[config.mk]
export PLATFORM = sky130hd
export DESIGN_NAME = cctr_merge
export DESIGN_NICKNAME = d
export VERILOG_FILES = /design/src/cctr_pkg.sv /design/src/cctr_merge.sv
export SDC_FILE = /design/constraint.sdc
export NUM_CORES = 2
export LEC_CHECK = 0
export BUFFER_PORTS_ARGS = -buffer_cell sky130_fd_sc_hd__buf_4
export CAP_MARGIN = 20
export CORE_MARGIN = 2
export CORE_UTILIZATION = 61
export CTS_BUF_LIST = sky130_fd_sc_hd__clkbuf_4
export CTS_CLUSTER_SIZE = 28
export DETAILED_ROUTE_END_ITERATION = 6
export PLACE_DENSITY_LB_ADDON = 0.05
export SLEW_MARGIN = 20
export SYNTH_ARGS = -nofsm -noshare
export SYNTH_HDL_FRONTEND = slang
export SYNTH_SLANG_ARGS = --single-unit
[constraint.sdc]
create_clock -name clk -period 8.2 [get_ports clk]
set_clock_uncertainty 0.2 [all_clocks]
set_input_delay 0.82 -clock clk [delete_from_list [all_inputs] [get_ports clk]]
set_output_delay 0.82 -clock clk [all_outputs]
set_load 0.05 [all_outputs]
[src/cctr_pkg.sv]
package cctr_pkg;

    localparam int COORD_W    = 32;
    localparam int SIZE_W     = 11;
    localparam int RANK_W     = 40;
    localparam int DIMS_W     = 3;
    localparam int MASK_W     = 4;
    localparam int IDX_W      = 3;
    localparam int FIELD_DIMS = 4;

    // Remainder pipeline: DIV_BITS dividend bits retired per stage.
    localparam int DIV_BITS    = 4;
    localparam int DIV_STAGES  = COORD_W / DIV_BITS;
    // Capture stage, DIV_STAGES remainder stages, sign fix-up stage.
    localparam int LANE_STAGES = DIV_STAGES + 2;

    typedef enum logic [IDX_W-1:0] {
        REG_NUM_DIMS      = 3'd0,
        REG_DIM_SIZE_0    = 3'd1,
        REG_DIM_SIZE_1    = 3'd2,
        REG_DIM_SIZE_2    = 3'd3,
        REG_DIM_SIZE_3    = 3'd4,
        REG_PERIODIC_MASK = 3'd5
    } reg_index_t;

    typedef struct packed {
        logic              err;
        logic [SIZE_W-1:0] ordinal;
    } lane_res_t;

    // One restoring step: shift in one dividend bit, subtract the divisor if it fits.
    function automatic logic [SIZE_W-1:0] rem_step(
        input logic [SIZE_W-1:0] rem,
        input logic              bit_in,
        input logic [SIZE_W-1:0] size
    );
        logic [SIZE_W:0] trial;
        trial = {rem, bit_in};
        if (trial >= {1'b0, size})
        begin
            trial = trial - {1'b0, size};
        end
        return trial[SIZE_W-1:0];
    endfunction

endpackage

[src/cctr_merge.sv]
module cctr_merge #(
    parameter int NUM_LANES = 4
) (
    input  logic                                              clk,
    input  logic [NUM_LANES-1:0]                              load,
    input  logic [cctr_pkg::DIMS_W-1:0]                       n_eff,
    input  logic [NUM_LANES-1:0][cctr_pkg::SIZE_W-1:0]        sizes,
    input  cctr_pkg::lane_res_t [NUM_LANES-1:0]               lanes,
    output logic [cctr_pkg::RANK_W-1:0]                       acc,
    output logic                                              err
);

    localparam int RANK_W = cctr_pkg::RANK_W;
    localparam int DIMS_W = cctr_pkg::DIMS_W;
    localparam int HOLD_N = (NUM_LANES > 1) ? NUM_LANES - 1 : 1;

    logic [RANK_W-1:0]                      acc_reg  [NUM_LANES];
    logic                                   err_reg  [NUM_LANES];
    cctr_pkg::lane_res_t [NUM_LANES-1:0]    hold_reg [HOLD_N];

    // Horner form: acc = acc * size_k + ordinal_k, most significant dimension first.
    for (genvar k = 0; k < NUM_LANES; k++)
    begin : g_stage
        logic [RANK_W-1:0]                   acc_in;
        logic                                err_in;
        cctr_pkg::lane_res_t [NUM_LANES-1:0] res_in;
        logic                                in_use;
        logic [RANK_W-1:0]                   acc_next;

        if (k == 0)
        begin : g_first
            assign acc_in = '0;
            assign err_in = 1'b0;
            assign res_in = lanes;
        end
        else
        begin : g_rest
            assign acc_in = acc_reg[k-1];
            assign err_in = err_reg[k-1];
            assign res_in = hold_reg[k-1];
        end

        always_comb
        begin
            in_use   = n_eff > DIMS_W'(k);
            acc_next = in_use
                       ? acc_in * RANK_W'(sizes[k]) + RANK_W'(res_in[k].ordinal)
                       : acc_in;
        end

        always_ff @(posedge clk)
        begin
            if (load[k])
            begin
                acc_reg[k] <= acc_next;
                err_reg[k] <= err_in || (in_use && res_in[k].err);
            end
        end

        if (k < NUM_LANES - 1)
        begin : g_hold
            always_ff @(posedge clk)
            begin
                if (load[k])
                begin
                    hold_reg[k] <= res_in;
                end
            end
        end
    end

    assign acc = acc_reg[NUM_LANES-1];
    assign err = err_reg[NUM_LANES-1];

endmodule
Yosys cells after proc, flatten, opt, wreduce, memory -nomap -nowiden
Memory sizes are Yosys's and may differ from the RTL's. Cells that the tools add are included.

Latch bits: 0. Register bits: 0. RAM bits: 308. Memories kept: 3. Bits in read-only memories: 0. Bits of input ports: 100. Logic and storage cells: 32. Output and inout port bits: 41.

Memory list: acc_reg (depth 4, bits a word 40, read ports 4, clocked after memory_dff 0, wr ports 4, line cctr_merge.sv:17) `logic [RANK_W-1:0] acc_reg [NUM_LANES];`; hold_reg (depth 3, bits a word 48, read ports 3, clocked after memory_dff 0, wr ports 3, line cctr_merge.sv:19) `cctr_pkg::lane_res_t [NUM_LANES-1:0] hold_reg [HOLD_N];`; err_reg (depth 4, bits a word 1, read ports 4, clocked after memory_dff 0, wr ports 4, line cctr_merge.sv:18) `logic err_reg [NUM_LANES];`.

Divide/modulo/power cells: 0. Magnitude comparators: 4. Add/sub/neg operators: 3. Mux-type cells: 12. Bitwise logic cells: 0. Shifts and indexed selects: 0. Equality and inequality tests: 0. Multipliers: 3. Reduce and logical (&&, ||, !) cells: 7.

Operator list (count): adder 40 x 11 -> 40 bit (3); multiplier 40 x 11 -> 40 bit (3); two-way mux 40 bit (3); two-way mux 11 bit (1); two-way mux 1 bit (8); > comparator 3 x 1 -> 1 bit, second input constant (2); > comparator 3 x 2 -> 1 bit, second input constant (2); logical AND 1 bit (4); logical OR 1 bit (3).

Logic depth before layout (Yosys ltp)
An unclocked memory read counts as a cell.

Depth in word-level cells: 4. Gate-level depth with buffers: 23. Depth with buffers taken out: 21.

Least setup slack after synthesis
Ideal clock, no wire load.

Kind: in2reg. Start point: input sizes[35] in the netlist's numbering. End point: memory acc_reg[3][26] (data pin). Cell stages on the path: 20. Library setup time: 0.264 ns. Path slack: 1.502 ns. Arrival time: 6.235 ns. Required time: 7.736 ns. Cell sequence: clkbuf_1 -> clkbuf_1 -> nand2_1 -> fa_1 -> fa_1 -> inv_1 -> fa_1 -> fa_1 -> inv_1 -> fa_1 -> inv_1 -> ha_1 -> and2_1 -> a221o_1 -> nor2b_1 -> a2111o_1 -> a211o_2 -> a2111oi_4 -> nor3_1 -> nand3b_1.

RTL lines: start: declaration (line cctr_merge.sv:7) `input logic [NUM_LANES-1:0][cctr_pkg::SIZE_W-1:0] sizes,`; end: declaration (line cctr_merge.sv:17).

==> results.cfg <==
[clock_network]
clock_tree.buffer_depth = 2
clk_pin_slew_worst_paths_ns = 0.17
cts-root-buf = clkbuf_4
hold_buffers = 36
htreeDepth = 4
post_cts_buffers = 0
cts_sinks = 188
cts_tree = built
clock_latency_ns = 0.79
cts_buffers = 17
cts_resized = 0

[die]
num_rows = 83
die_w_um = 232.0
core_area_mm2 = 0.05141
ios = 141
start_util_pct = 61.71
dieHeight_um = 232.0
dieArea_mm2 = 0.05384

[yosys]
syn-num-nets = 4275
synth_cell_types = 68
syn_area_per_cell_um2 = 9.520
synth_xor_area_share_pct = 2.236
postSynthCellCount = 3332
synth_top_cell_by_area = fa_1
muxShareOfSynthArea_pct = 1.018
synth_top_family_by_area = adder cells
synth_compound_area_share_pct = 5.609
yosysMostFrequentCell = inv_1
synthesis.area_mm2 = 0.03172
ys_seq_elements = 188
yosys_warnings = 0
ys_seq_area_share_pct = 17.80
synth-async-reset-ratio_pct = 0
synthFlopType = edfxtp_1
yosys.area_share.simple_pct = 15.45
synth_edf_count = 188
synth_top_area_share_pct = 37.93
ys_top_cells_by_area = fa_1 (38%), edfxtp_1 (18%), ha_1 (9.5%)
synth_common_cells = inv_1 (718), fa_1 (601), nand2_1 (542), and2_1 (310), ha_1 (242)
synthAdderAreaFrac_pct = 47.47

[drt]
dr.pass1.iters = 5
wl_per_cell_um = 18.14
vias = 22530
ant_nets = 0
wirelength_mm = 73.63
drc = 0
vias_per_cell = 5.553
drt_iter0_drc = 1261

[placed_design]
numPortBuffers = 129
routabilityCongestion = 0.8911
place_hpwl_mm = 57.41

[sta]
slew_violations = 0
final-setup-viol-count = 0
finalCriticalPeriod_ns = 6.890
period_share_pct = 84.03
final_hold_viol_count = 0
fmaxAchievable_ghz = 0.1451
tightest_slew_ns = 0.8495
finalSetupTns_ns = 0
max_slew_margin_pct = 42.77
rsz0062_at_grt = no

[grt]
grt_first_pass_wirelength_mm = 123.3
antenna_found_initial = 3
grt_use_total_pct = 29.37
grt.overflow.total = 0
grt_pass1_vias = 24760
grt_max_degree = 51

[worst_setup_path]
cp_slowest_cell = edfxtp_1
cp_common_cell = fa_1
end_kind = flip-flop
worstPathArrival_ns = 7.28
startpoint_type = flip-flop
critPathKind = flip-flop to flip-flop
crit_family = adder cells
crit_path_max_fanout = 12
worstPathRequired_ns = 8.59
critical-path-max-stage-delay_ns = 0.82
crit_chain = nand2_1 -> fa_1 -> inv_1 -> fa_1 -> fa_1 -> fa_1 -> inv_1 -> fa_1 -> inv_1 -> ha_1 -> a21oi_1 -> o211ai_1 -> a31oi_1 -> o21ai_0 -> a31oi_1 -> a21oi_1 -> o21a_1 -> o21a_1 -> nor3_1
critPathBufInv = 3

[finish]
syn_to_final_growth_pct = 6.058
fin_nets = 4303
layout-drive-gt1-share_pct = 6.256
largest_register_ffs = 112

[status]
status = complete, no violations

[worst_hold_path]
hp-class = input pin to flip-flop

[job]
max-cap-violations = 0
-- path summary, 6_finish.rpt --
check | from | to | slack, ns | cells past startpoint
setup / recovery | acc_reg[1][12]$_SDFFCE_PP0P_ | acc_reg[2][29]$_SDFFCE_PP0P_ | 1.31 | 19
hold / removal | lanes[7] | acc_reg[0][7]$_SDFFCE_PP0P_ | 0.12 | 2
setup reg to reg | acc_reg[1][12]$_SDFFCE_PP0P_ | acc_reg[2][29]$_SDFFCE_PP0P_ | 1.31 | 19
hold reg to reg | hold_reg[0][34]$_DFFE_PP_ | hold_reg[0][82]$_DFFE_PP_ | 0.24 | 0
-- logic make-up (layout without fill, tap and decap cells) --
logic type	after synthesis	count (layout)
multiplexers	29	29
adder cells (fa/ha/maj)	843	843
flip-flops	188	188
XOR/XNOR	81	81
buffers and inverters	880	921
other	0	5
AND/OR/NAND/NOR	1034	1034
AO/OA/AOI/OAI	277	277
-- cell usage in the layout, fill, tap and decap left out, types with 6 or more instances in the layout --
master and count:
o21bai_1 9, nor2_1 78, clkbuf_4 18, ha_1 242, o21ai_0 58, nor3_1 13
dlygate4sd3_1 36, buf_4 133, nor2b_1 21, nand3_1 16, xor2_1 29, xnor2_1 52
nand2_1 542, a31oi_1 6, a21oi_1 95, fa_1 601, edfxtp_1 188, inv_1 718
and2_1 310, a211oi_1 11, mux2_2 26, o21a_1 11, and3_1 6, a21o_1 25
o211ai_1 7, o31ai_1 8, nand2b_1 20
-- per-layer routing --
metal / GRT usage (%) / vias up / share of wire (%)
li1: - / 10120 / -
met1: 37.23 / 11540 / 41
met2: 51.44 / 735 / 51
met3: 4.727 / 136 / 5.6
met4: 9.716 / 0 / 2.7
met5: 0 / - / 0
-- area by class of cell --
type / instances / area [um2]
multi-input combinational: 2264 / 22780
fill: 4255 / 17760
sequential: 188 / 5645
inverter: 719 / 2699
timing repair buffer: 170 / 1374
tap: 680 / 850.8
clock inverter: 14 / 148.9
clock buffer: 18 / 135.1
antenna: 5 / 12.51
-- worst reg2reg max path, stage by stage, from the launching register on --
cell,delay (ns)
edfxtp_1,0.82
nand2_1,0.18
fa_1,0.55
inv_1,0.05
fa_1,0.56
fa_1,0.43
fa_1,0.50
inv_1,0.06
fa_1,0.52
inv_1,0.06
ha_1,0.34
a21oi_1,0.46
o211ai_1,0.19
a31oi_1,0.17
o21ai_0,0.33
a31oi_1,0.53
a21oi_1,0.15
o21a_1,0.21
o21a_1,0.17
nor3_1,0.22
-- metrics by stage --
step / hold WS (ns) / setup WS [ns] / util [%] / std cells / area, um2
4_1_cts: 0.04787 / 1.370 / 65.39 / 4052 / 33610
5_1_grt: 0.06570 / 0.9459 / 65.44 / 4057 / 33640
3_5_place_dp: 0.2045 / 0.9384 / 64.14 / 3984 / 32970
2_1_floorplan: 0.2003 / 1.502 / - / 3332 / 31720
6_report: 0.1186 / 1.310 / 65.45 / 4058 / 33640
3_3_place_gp: 0.2030 / 1.010 / 64.14 / 3984 / 32970
Power is not shown: default switching activity piles up to over one toggle a cycle in this logic, so the estimate is an artifact.
