### src/cctr_pkg.sv
package cctr_pkg;

    localparam int COORD_W    = 32;
    localparam int SIZE_W     = 11;
    localparam int RANK_W     = 40;
    localparam int DIMS_W     = 3;
    localparam int MASK_W     = 4;
    localparam int IDX_W      = 3;
    localparam int FIELD_DIMS = 4;

    // Remainder pipeline: DIV_BITS dividend bits retired per stage.
    localparam int DIV_BITS    = 4;
    localparam int DIV_STAGES  = COORD_W / DIV_BITS;
    // Capture stage, DIV_STAGES remainder stages, sign fix-up stage.
    localparam int LANE_STAGES = DIV_STAGES + 2;

    typedef enum logic [IDX_W-1:0] {
        REG_NUM_DIMS      = 3'd0,
        REG_DIM_SIZE_0    = 3'd1,
        REG_DIM_SIZE_1    = 3'd2,
        REG_DIM_SIZE_2    = 3'd3,
        REG_DIM_SIZE_3    = 3'd4,
        REG_PERIODIC_MASK = 3'd5
    } reg_index_t;

    typedef struct packed {
        logic              err;
        logic [SIZE_W-1:0] ordinal;
    } lane_res_t;

    // One restoring step: shift in one dividend bit, subtract the divisor if it fits.
    function automatic logic [SIZE_W-1:0] rem_step(
        input logic [SIZE_W-1:0] rem,
        input logic              bit_in,
        input logic [SIZE_W-1:0] size
    );
        logic [SIZE_W:0] trial;
        trial = {rem, bit_in};
        if (trial >= {1'b0, size})
        begin
            trial = trial - {1'b0, size};
        end
        return trial[SIZE_W-1:0];
    endfunction

endpackage

### src/cctr_lane.sv
module cctr_lane (
    input  logic                                     clk,
    input  logic signed [cctr_pkg::COORD_W-1:0]      coord,
    input  logic [cctr_pkg::SIZE_W-1:0]              size,
    input  logic                                     periodic,
    input  logic [cctr_pkg::LANE_STAGES-1:0]         load,
    output cctr_pkg::lane_res_t                      res
);

    localparam int COORD_W    = cctr_pkg::COORD_W;
    localparam int SIZE_W     = cctr_pkg::SIZE_W;
    localparam int DIV_BITS   = cctr_pkg::DIV_BITS;
    localparam int DIV_STAGES = cctr_pkg::DIV_STAGES;

    logic               neg_in;
    logic [COORD_W-1:0] mag_in;
    logic               err_in;

    logic [COORD_W-1:0] mag_reg [DIV_STAGES];
    logic [SIZE_W-1:0]  rem_reg [DIV_STAGES+1];
    logic               neg_reg [DIV_STAGES+1];
    logic               err_reg [DIV_STAGES+1];

    logic [SIZE_W-1:0]  ord_reg;
    logic               err_out_reg;

    // Out of range is an error unless the dimension wraps and has a nonzero extent.
    always_comb
    begin
        neg_in = coord[COORD_W-1];
        mag_in = neg_in ? $unsigned(-coord) : $unsigned(coord);
        err_in = (neg_in || ($unsigned(coord) >= COORD_W'(size)))
                 && ((size == '0) || !periodic);
    end

    always_ff @(posedge clk)
    begin
        if (load[0])
        begin
            mag_reg[0] <= mag_in;
            rem_reg[0] <= '0;
            neg_reg[0] <= neg_in;
            err_reg[0] <= err_in;
        end
    end

    for (genvar j = 1; j <= DIV_STAGES; j++)
    begin : g_div
        logic [SIZE_W-1:0]  rem_next;

        always_comb
        begin
            rem_next = rem_reg[j-1];
            for (int b = 0; b < DIV_BITS; b++)
            begin
                rem_next = cctr_pkg::rem_step(rem_next, mag_reg[j-1][COORD_W-1-b], size);
            end
        end

        always_ff @(posedge clk)
        begin
            if (load[j])
            begin
                rem_reg[j] <= rem_next;
                neg_reg[j] <= neg_reg[j-1];
                err_reg[j] <= err_reg[j-1];
            end
        end

        if (j < DIV_STAGES)
        begin : g_mag
            always_ff @(posedge clk)
            begin
                if (load[j])
                begin
                    mag_reg[j] <= mag_reg[j-1] << DIV_BITS;
                end
            end
        end
    end

    // Negative coordinate: fold the magnitude remainder back to a true modulo.
    always_ff @(posedge clk)
    begin
        if (load[DIV_STAGES+1])
        begin
            ord_reg     <= (neg_reg[DIV_STAGES] && (rem_reg[DIV_STAGES] != '0))
                           ? size - rem_reg[DIV_STAGES] : rem_reg[DIV_STAGES];
            err_out_reg <= err_reg[DIV_STAGES];
        end
    end

    assign res = '{err: err_out_reg, ordinal: ord_reg};

endmodule

### config.mk
export PLATFORM = sky130hd
export DESIGN_NAME = cctr_lane
export DESIGN_NICKNAME = d
export VERILOG_FILES = /design/src/cctr_pkg.sv /design/src/cctr_lane.sv
export SDC_FILE = /design/constraint.sdc
export NUM_CORES = 1
export LEC_CHECK = 0
export BUFFER_PORTS_ARGS = -buffer_cell sky130_fd_sc_hd__buf_2
export CORE_ASPECT_RATIO = 0.75
export CORE_MARGIN = 1.5
export CORE_UTILIZATION = 55
export DETAILED_ROUTE_END_ITERATION = 8
export PLACE_DENSITY_LB_ADDON = 0.2
export SLEW_MARGIN = 20
export SYNTH_ARGS = -nofsm -noshare
export SYNTH_HDL_FRONTEND = slang
export SYNTH_SLANG_ARGS = --single-unit
### constraint.sdc
create_clock -name clk -period 25 [get_ports clk]
set_input_delay 1.25 -clock clk [delete_from_list [all_inputs] [get_ports clk]]
set_output_delay 1.25 -clock clk [all_outputs]
set_load 0.005 [all_outputs]
Word-level counts from Yosys, hierarchy flattened
Memories as Yosys holds them, arrays and structs flattened. A register that Yosys moved wholly into a read port is not among the register bits.
Index checks and enable logic that the tools add are counted.
Widths: inputs -> output; s select.
{"block": "word_totals", "n_memories": 4, "ram_bits": 373, "out_inout_bits": 12, "elab_cells": 131, "regBits": 11}
{"name": "mag_reg", "depth": 8, "word_bits": 32, "rd": 8, "rd_clocked_by_memory_dff": 0, "write_ports": 8, "line": "cctr_lane.sv:19", "rtl": "logic [COORD_W-1:0] mag_reg [DIV_STAGES];"}
{"name": "rem_reg", "depth": 9, "word_bits": 11, "rd": 9, "rd_clocked_by_memory_dff": 0, "write_ports": 9, "line": "cctr_lane.sv:20", "rtl": "logic [SIZE_W-1:0] rem_reg [DIV_STAGES+1];"}
{"name": "err_reg", "depth": 9, "word_bits": 1, "rd": 9, "rd_clocked_by_memory_dff": 1, "write_ports": 9, "line": "cctr_lane.sv:22", "rtl": "logic err_reg [DIV_STAGES+1];"}
{"name": "neg_reg", "depth": 9, "word_bits": 1, "rd": 9, "rd_clocked_by_memory_dff": 0, "write_ports": 9, "line": "cctr_lane.sv:21", "rtl": "logic neg_reg [DIV_STAGES+1];"}
{"block": "op_classes", "muxes": 52, "reduce_logical": 7, "n_addsub": 34, "n_lt_le_gt_ge": 33}
{"operator": "$ge 12x11->1", "count": 32}
{"operator": "$mux 11", "count": 33}
{"operator": "$sub 11x11->11", "count": 33}
{"operator": "$ge 32x11->1", "count": 1}
{"operator": "$mux 32", "count": 1}
{"operator": "$neg 32->32", "count": 1}
{"operator": "$mux 1", "count": 18}
{"operator": "$logic_not 11->1", "count": 1}
{"operator": "$reduce_bool 11->1", "count": 1}
{"operator": "$logic_and 1x1->1", "count": 2}
{"operator": "$logic_or 1x1->1", "count": 2}
{"operator": "$logic_not 1->1", "count": 1}

Depth between registers and ports, before layout
{"block": "logic_depth", "ltp_word": 8, "depth_mapped": 46, "ltp_nobuf": 41}

Worst setup path before layout
No wires, ideal clock.
{"block": "synth_path", "path_type": "in2reg", "start": "in size[1] (netlist name)", "end": "mem rem_reg[5][3] (netlist: rem_reg[2][14]), data pin", "n_path_buf": 5, "arrival_time_ns": 11.048, "path_stages": 41, "t_required_ns": 24.725, "slack_ns": 13.676, "cell_sequence": "inv_1 > ha_1 > nand4_1 > a31oi_1 > nor2_1 > o211ai_1 > clkbuf_1 > mux2_2 > ha_1 > a21oi_1 > o21ai_0 > a2111oi_2 > nor3_1 > a211oi_1 > or3b_1 > clkbuf_1 > clkbuf_1 > nor2_1 > [5 not listed] > or4_1 > and2_1 > o221ai_1 > o221a_2 > clkbuf_1 > mux2_2 > ha_1 > nor2b_1 > o21ai_0 > a21oi_1 > o21ai_0 > nand2b_1 > nand3_1 > a31oi_1 > nor4bb_1 > or2_2 > clkbuf_1 > o221ai_1"}
{"element": "start: declaration", "line": "cctr_lane.sv:4", "rtl": "input logic [cctr_pkg::SIZE_W-1:0] size,"}
{"element": "end: declaration", "line": "cctr_lane.sv:20"}

==> results.md <==
- Run status: completed
- Net count of the mapped netlist: 3494
- Fraction of layout instances using a drive strength above 1: 10.00%
- Number of placement rows: 71
- Final layout net count: 3569
- Number of warnings printed during yosys synthesis: 0
- Post-placement worst setup slack: between 10000 and 15000 ps
- Flip-flop cell with the highest count after synthesis: sky130_fd_sc_hd__edfxtp_1
- Final Max Tran Viols: 0
- Remaining routing DRC violations: 0
- Total length of routed wires: about 80 mm
- Final number of setup-violating endpoints: 0
- Final standard cell area without fillers: ~0.03 sq mm
- Maximum achievable frequency: 0.08318 GHz
- Number of flip-flops in the largest register: 144
- Met3 track utilization from global routing: 4.887%
- Number of global-route vias before repair: 23261
- H-tree levels: 1
- Vias: approximately 24000
- Number of buffers inserted to repair setup after CTS: 0
- Post-Place Cell Area: slightly below 0.03 sq mm
- Minimum period implied by the final worst setup slack: 12020 ps
- Peak per-stage delay on the critical path: 900 ps
- Most frequent cell on the critical path: sky130_fd_sc_hd__a21oi_1
- Average size of a mapped cell: 9.148 sq um
- Number of enable flip-flop cells after synthesis: 262
- Worst Max-Slew Pin Slew: roughly 1100 ps
- Die Ht: 197.8 um
- Worst slew margin: 27.32%
- Number of antenna cells inserted: 0
- Critical path endpoint category: register
- Critical path type: in2reg
- Number of sinks on the clock net: 262
- Length of the first detailed-routing pass in iterations: 5
- Number of buffers and inverters on the critical path: 6
- Pin count of the biggest net entering global routing: 42
- Dpl hpwl: 58.57 mm
- Met1 track demand over resource in global routing: a little over two fifths
- Largest clock skew in the final design: 18.87 ps
- Global routing's busiest layer: met2
- Synthesized area: 0.02783 sq mm
- Fillers: 4199
- Number of buffers between clock root and the deepest sink: 3
- Placer congestion estimate: 0.9832
- Distinct cells, synth: 86
- RSZ-0062 raised after global routing: no
- Worst hold path class: reg2reg
- Number of buffers inserted during clock tree synthesis: 29
- First-pass GRT wire length: 123.9 mm
- GRT Overall Usage: 29.72%
- Seq cells post-synth: 262
- Share of synthesized area occupied by flip-flops and latches: 28.27%
- Core area: 0.05001 sq mm
- CTS tree: done
- Vias per Instance: 6.339
- # port buffers: 66
- Cell family contributing the most delay on the critical path: compound AO/OA/AOI/OAI gates
- Final worst-path setup slack: between 10000 and 15000 ps
- Root Buffer Master: sky130_fd_sc_hd__clkbuf_16
- Cell count after synthesis: 3042
- Area enclosed by the die boundary: 0.05197 sq mm
- Critical path launch point type: input pin
- Max-cap violations: 0
- Data required time at the worst endpoint: between 20000 and 30000 ps
- Cell with the biggest individual delay on the critical path: sky130_fd_sc_hd__nor3_1
- Quantity of hold-fixing buffers added after cts: 0
- Clk slew on worst S/H paths: 60 ps
- Critical path arrival: 12320 ps
- Peak fanout along the critical path: 21
- Routed Antenna Nets: 0
- Met2 global-route usage: between 40% and 50%
- I/O Pins: 67
- Number of gates resized after CTS: 0
- Tightest hold margin: 418.3 ps
- Initial antenna violation count: 0
- Overall die width: 262.7 um
- Average wire per cell in the routed design: 20.68 um
- Setup TNS Final: 0 ps
- Period utilisation layout: a little under 50%
- Total global routing overflow: 0
- Clk_lat worst skew: 600 ps
- Area growth, synth to finish: 7.607%
- First DRT Iteration DRCs: 2097
- Number of hold violations in the final report: 0
- Starting Density: 55.64%
- Fraction of registers with async set/reset: 0%
-- cells in the mapped netlist, types with 10 or more instances --
| library cell | number | area share [%] |
|---|---|---|
| sky130_fd_sc_hd__ha_1 | 365 | 16 |
| sky130_fd_sc_hd__nor2b_1 | 60 | 1.3 |
| sky130_fd_sc_hd__nor2_1 | 232 | 3.1 |
| sky130_fd_sc_hd__fa_1 | 32 | 2.3 |
| sky130_fd_sc_hd__mux2i_1 | 50 | 1.8 |
| sky130_fd_sc_hd__nor3b_1 | 10 | 0.27 |
| sky130_fd_sc_hd__nor4_1 | 13 | 0.29 |
| sky130_fd_sc_hd__a21o_1 | 86 | 2.3 |
| sky130_fd_sc_hd__or2_2 | 18 | 0.40 |
| sky130_fd_sc_hd__mux2_2 | 118 | 4.8 |
| sky130_fd_sc_hd__o221ai_1 | 15 | 0.47 |
| sky130_fd_sc_hd__clkbuf_1 | 44 | 0.59 |
| sky130_fd_sc_hd__nor3_1 | 64 | 1.2 |
| sky130_fd_sc_hd__xnor2_1 | 157 | 4.9 |
| sky130_fd_sc_hd__a21boi_0 | 28 | 0.76 |
| sky130_fd_sc_hd__a211oi_1 | 26 | 0.70 |
| sky130_fd_sc_hd__a21oi_1 | 207 | 3.7 |
| sky130_fd_sc_hd__nand4_1 | 61 | 1.4 |
| sky130_fd_sc_hd__o21a_1 | 35 | 0.94 |
| sky130_fd_sc_hd__nand3b_1 | 15 | 0.40 |
| sky130_fd_sc_hd__a22oi_1 | 10 | 0.27 |
| sky130_fd_sc_hd__inv_1 | 218 | 2.9 |
| sky130_fd_sc_hd__edfxtp_1 | 262 | 28 |
| sky130_fd_sc_hd__o211ai_1 | 29 | 0.78 |
| sky130_fd_sc_hd__nand2b_1 | 51 | 1.1 |
| sky130_fd_sc_hd__o21bai_1 | 14 | 0.38 |
| sky130_fd_sc_hd__xor2_1 | 82 | 2.6 |
| sky130_fd_sc_hd__a31oi_1 | 21 | 0.47 |
| sky130_fd_sc_hd__nand3_1 | 47 | 0.85 |
| sky130_fd_sc_hd__or3_1 | 21 | 0.47 |
| sky130_fd_sc_hd__nand2_1 | 211 | 2.8 |
| sky130_fd_sc_hd__o31ai_1 | 41 | 1.1 |
| sky130_fd_sc_hd__and3_1 | 25 | 0.56 |
| sky130_fd_sc_hd__a41oi_1 | 11 | 0.35 |
| sky130_fd_sc_hd__and2_1 | 11 | 0.25 |
| sky130_fd_sc_hd__o21ai_0 | 203 | 3.7 |
-- kinds of logic (layout without fill, tap and decap cells) --
kind of cell	after synthesis	in the layout	share of synthesized area (%)
buffers and inverters	273	370	3.736
adders and majority gates	397	397	18.71
DFF	262	262	28.27
xor gates and xnor gates	239	239	7.522
and+or+nand+nor	867	867	15.49
muxes	169	169	6.623
AOI/OAI and AO/OA	835	835	19.65
-- cell type report --
| class | instances | area [sq um] | area share (%) |
|---|---|---|---|
| sequential | 262 | 7868 | 26.27 |
| multi-input combinational | 2507 | 18940 | 63.24 |
| tap | 657 | 822.0 | 2.745 |
| clock inverter | 21 | 182.7 | 0.6100 |
| clock buffer | 32 | 737.0 | 2.461 |
| inverter | 218 | 819.5 | 2.737 |
| timing repair buffer | 99 | 580.6 | 1.939 |
-- placed cells by master (no fill, tap or decap), types with 35 or more instances in the layout --
| cell type | synthesis | routed |
|---|---|---|
| sky130_fd_sc_hd__ha_1 | 365 | 365 |
| sky130_fd_sc_hd__edfxtp_1 | 262 | 262 |
| sky130_fd_sc_hd__nor2_1 | 232 | 232 |
| sky130_fd_sc_hd__nand2_1 | 211 | 211 |
| sky130_fd_sc_hd__inv_1 | 218 | 209 |
| sky130_fd_sc_hd__a21oi_1 | 207 | 207 |
| sky130_fd_sc_hd__o21ai_0 | 203 | 203 |
| sky130_fd_sc_hd__xnor2_1 | 157 | 157 |
| sky130_fd_sc_hd__mux2_2 | 118 | 118 |
| sky130_fd_sc_hd__a21o_1 | 86 | 86 |
| sky130_fd_sc_hd__xor2_1 | 82 | 82 |
| sky130_fd_sc_hd__buf_2 | 6 | 65 |
| sky130_fd_sc_hd__nor3_1 | 64 | 64 |
| sky130_fd_sc_hd__nand4_1 | 61 | 61 |
| sky130_fd_sc_hd__nor2b_1 | 60 | 60 |
| sky130_fd_sc_hd__nand2b_1 | 51 | 51 |
| sky130_fd_sc_hd__mux2i_1 | 50 | 50 |
| sky130_fd_sc_hd__nand3_1 | 47 | 47 |
| sky130_fd_sc_hd__o31ai_1 | 41 | 41 |
| sky130_fd_sc_hd__o21a_1 | 35 | 35 |
-- routing by layer --
layer / vias up / part of all wire, %
met5: - / 0
met4: 0 / 3.0
met3: 172 / 8.5
met2: 976 / 43
met1: 11374 / 45
li1: 11540 / -
-- metrics by stage --
stage / utilization (%) / cells
4_1_cts: 59.86 / 3795
3_3_place_gp: 58.02 / 3742
2_1_floorplan: - / 3042
6_report: 59.88 / 3796
3_5_place_dp: 58.02 / 3742
5_1_grt: 59.88 / 3796
-- path summary, 6_finish.rpt --
| path | start | slack [ps] | depth (start not counted) | end |
|---|---|---|---|---|
| worst max-delay path | size[2] | 12980 | 42 | rem_reg[2][21] |
| worst min-delay path | mag_reg[0][39] | 420 | 0 | mag_reg[0][75] |
| worst min register to register | mag_reg[0][39] | 420 | 0 | mag_reg[0][75] |
| worst max register to register | mag_reg[1][31] | 13920 | 39 | rem_reg[2][21] |
Power is left out: the tool's default activity adds up to more than one toggle a clock period on the data nets, which glitch-free logic cannot reach.
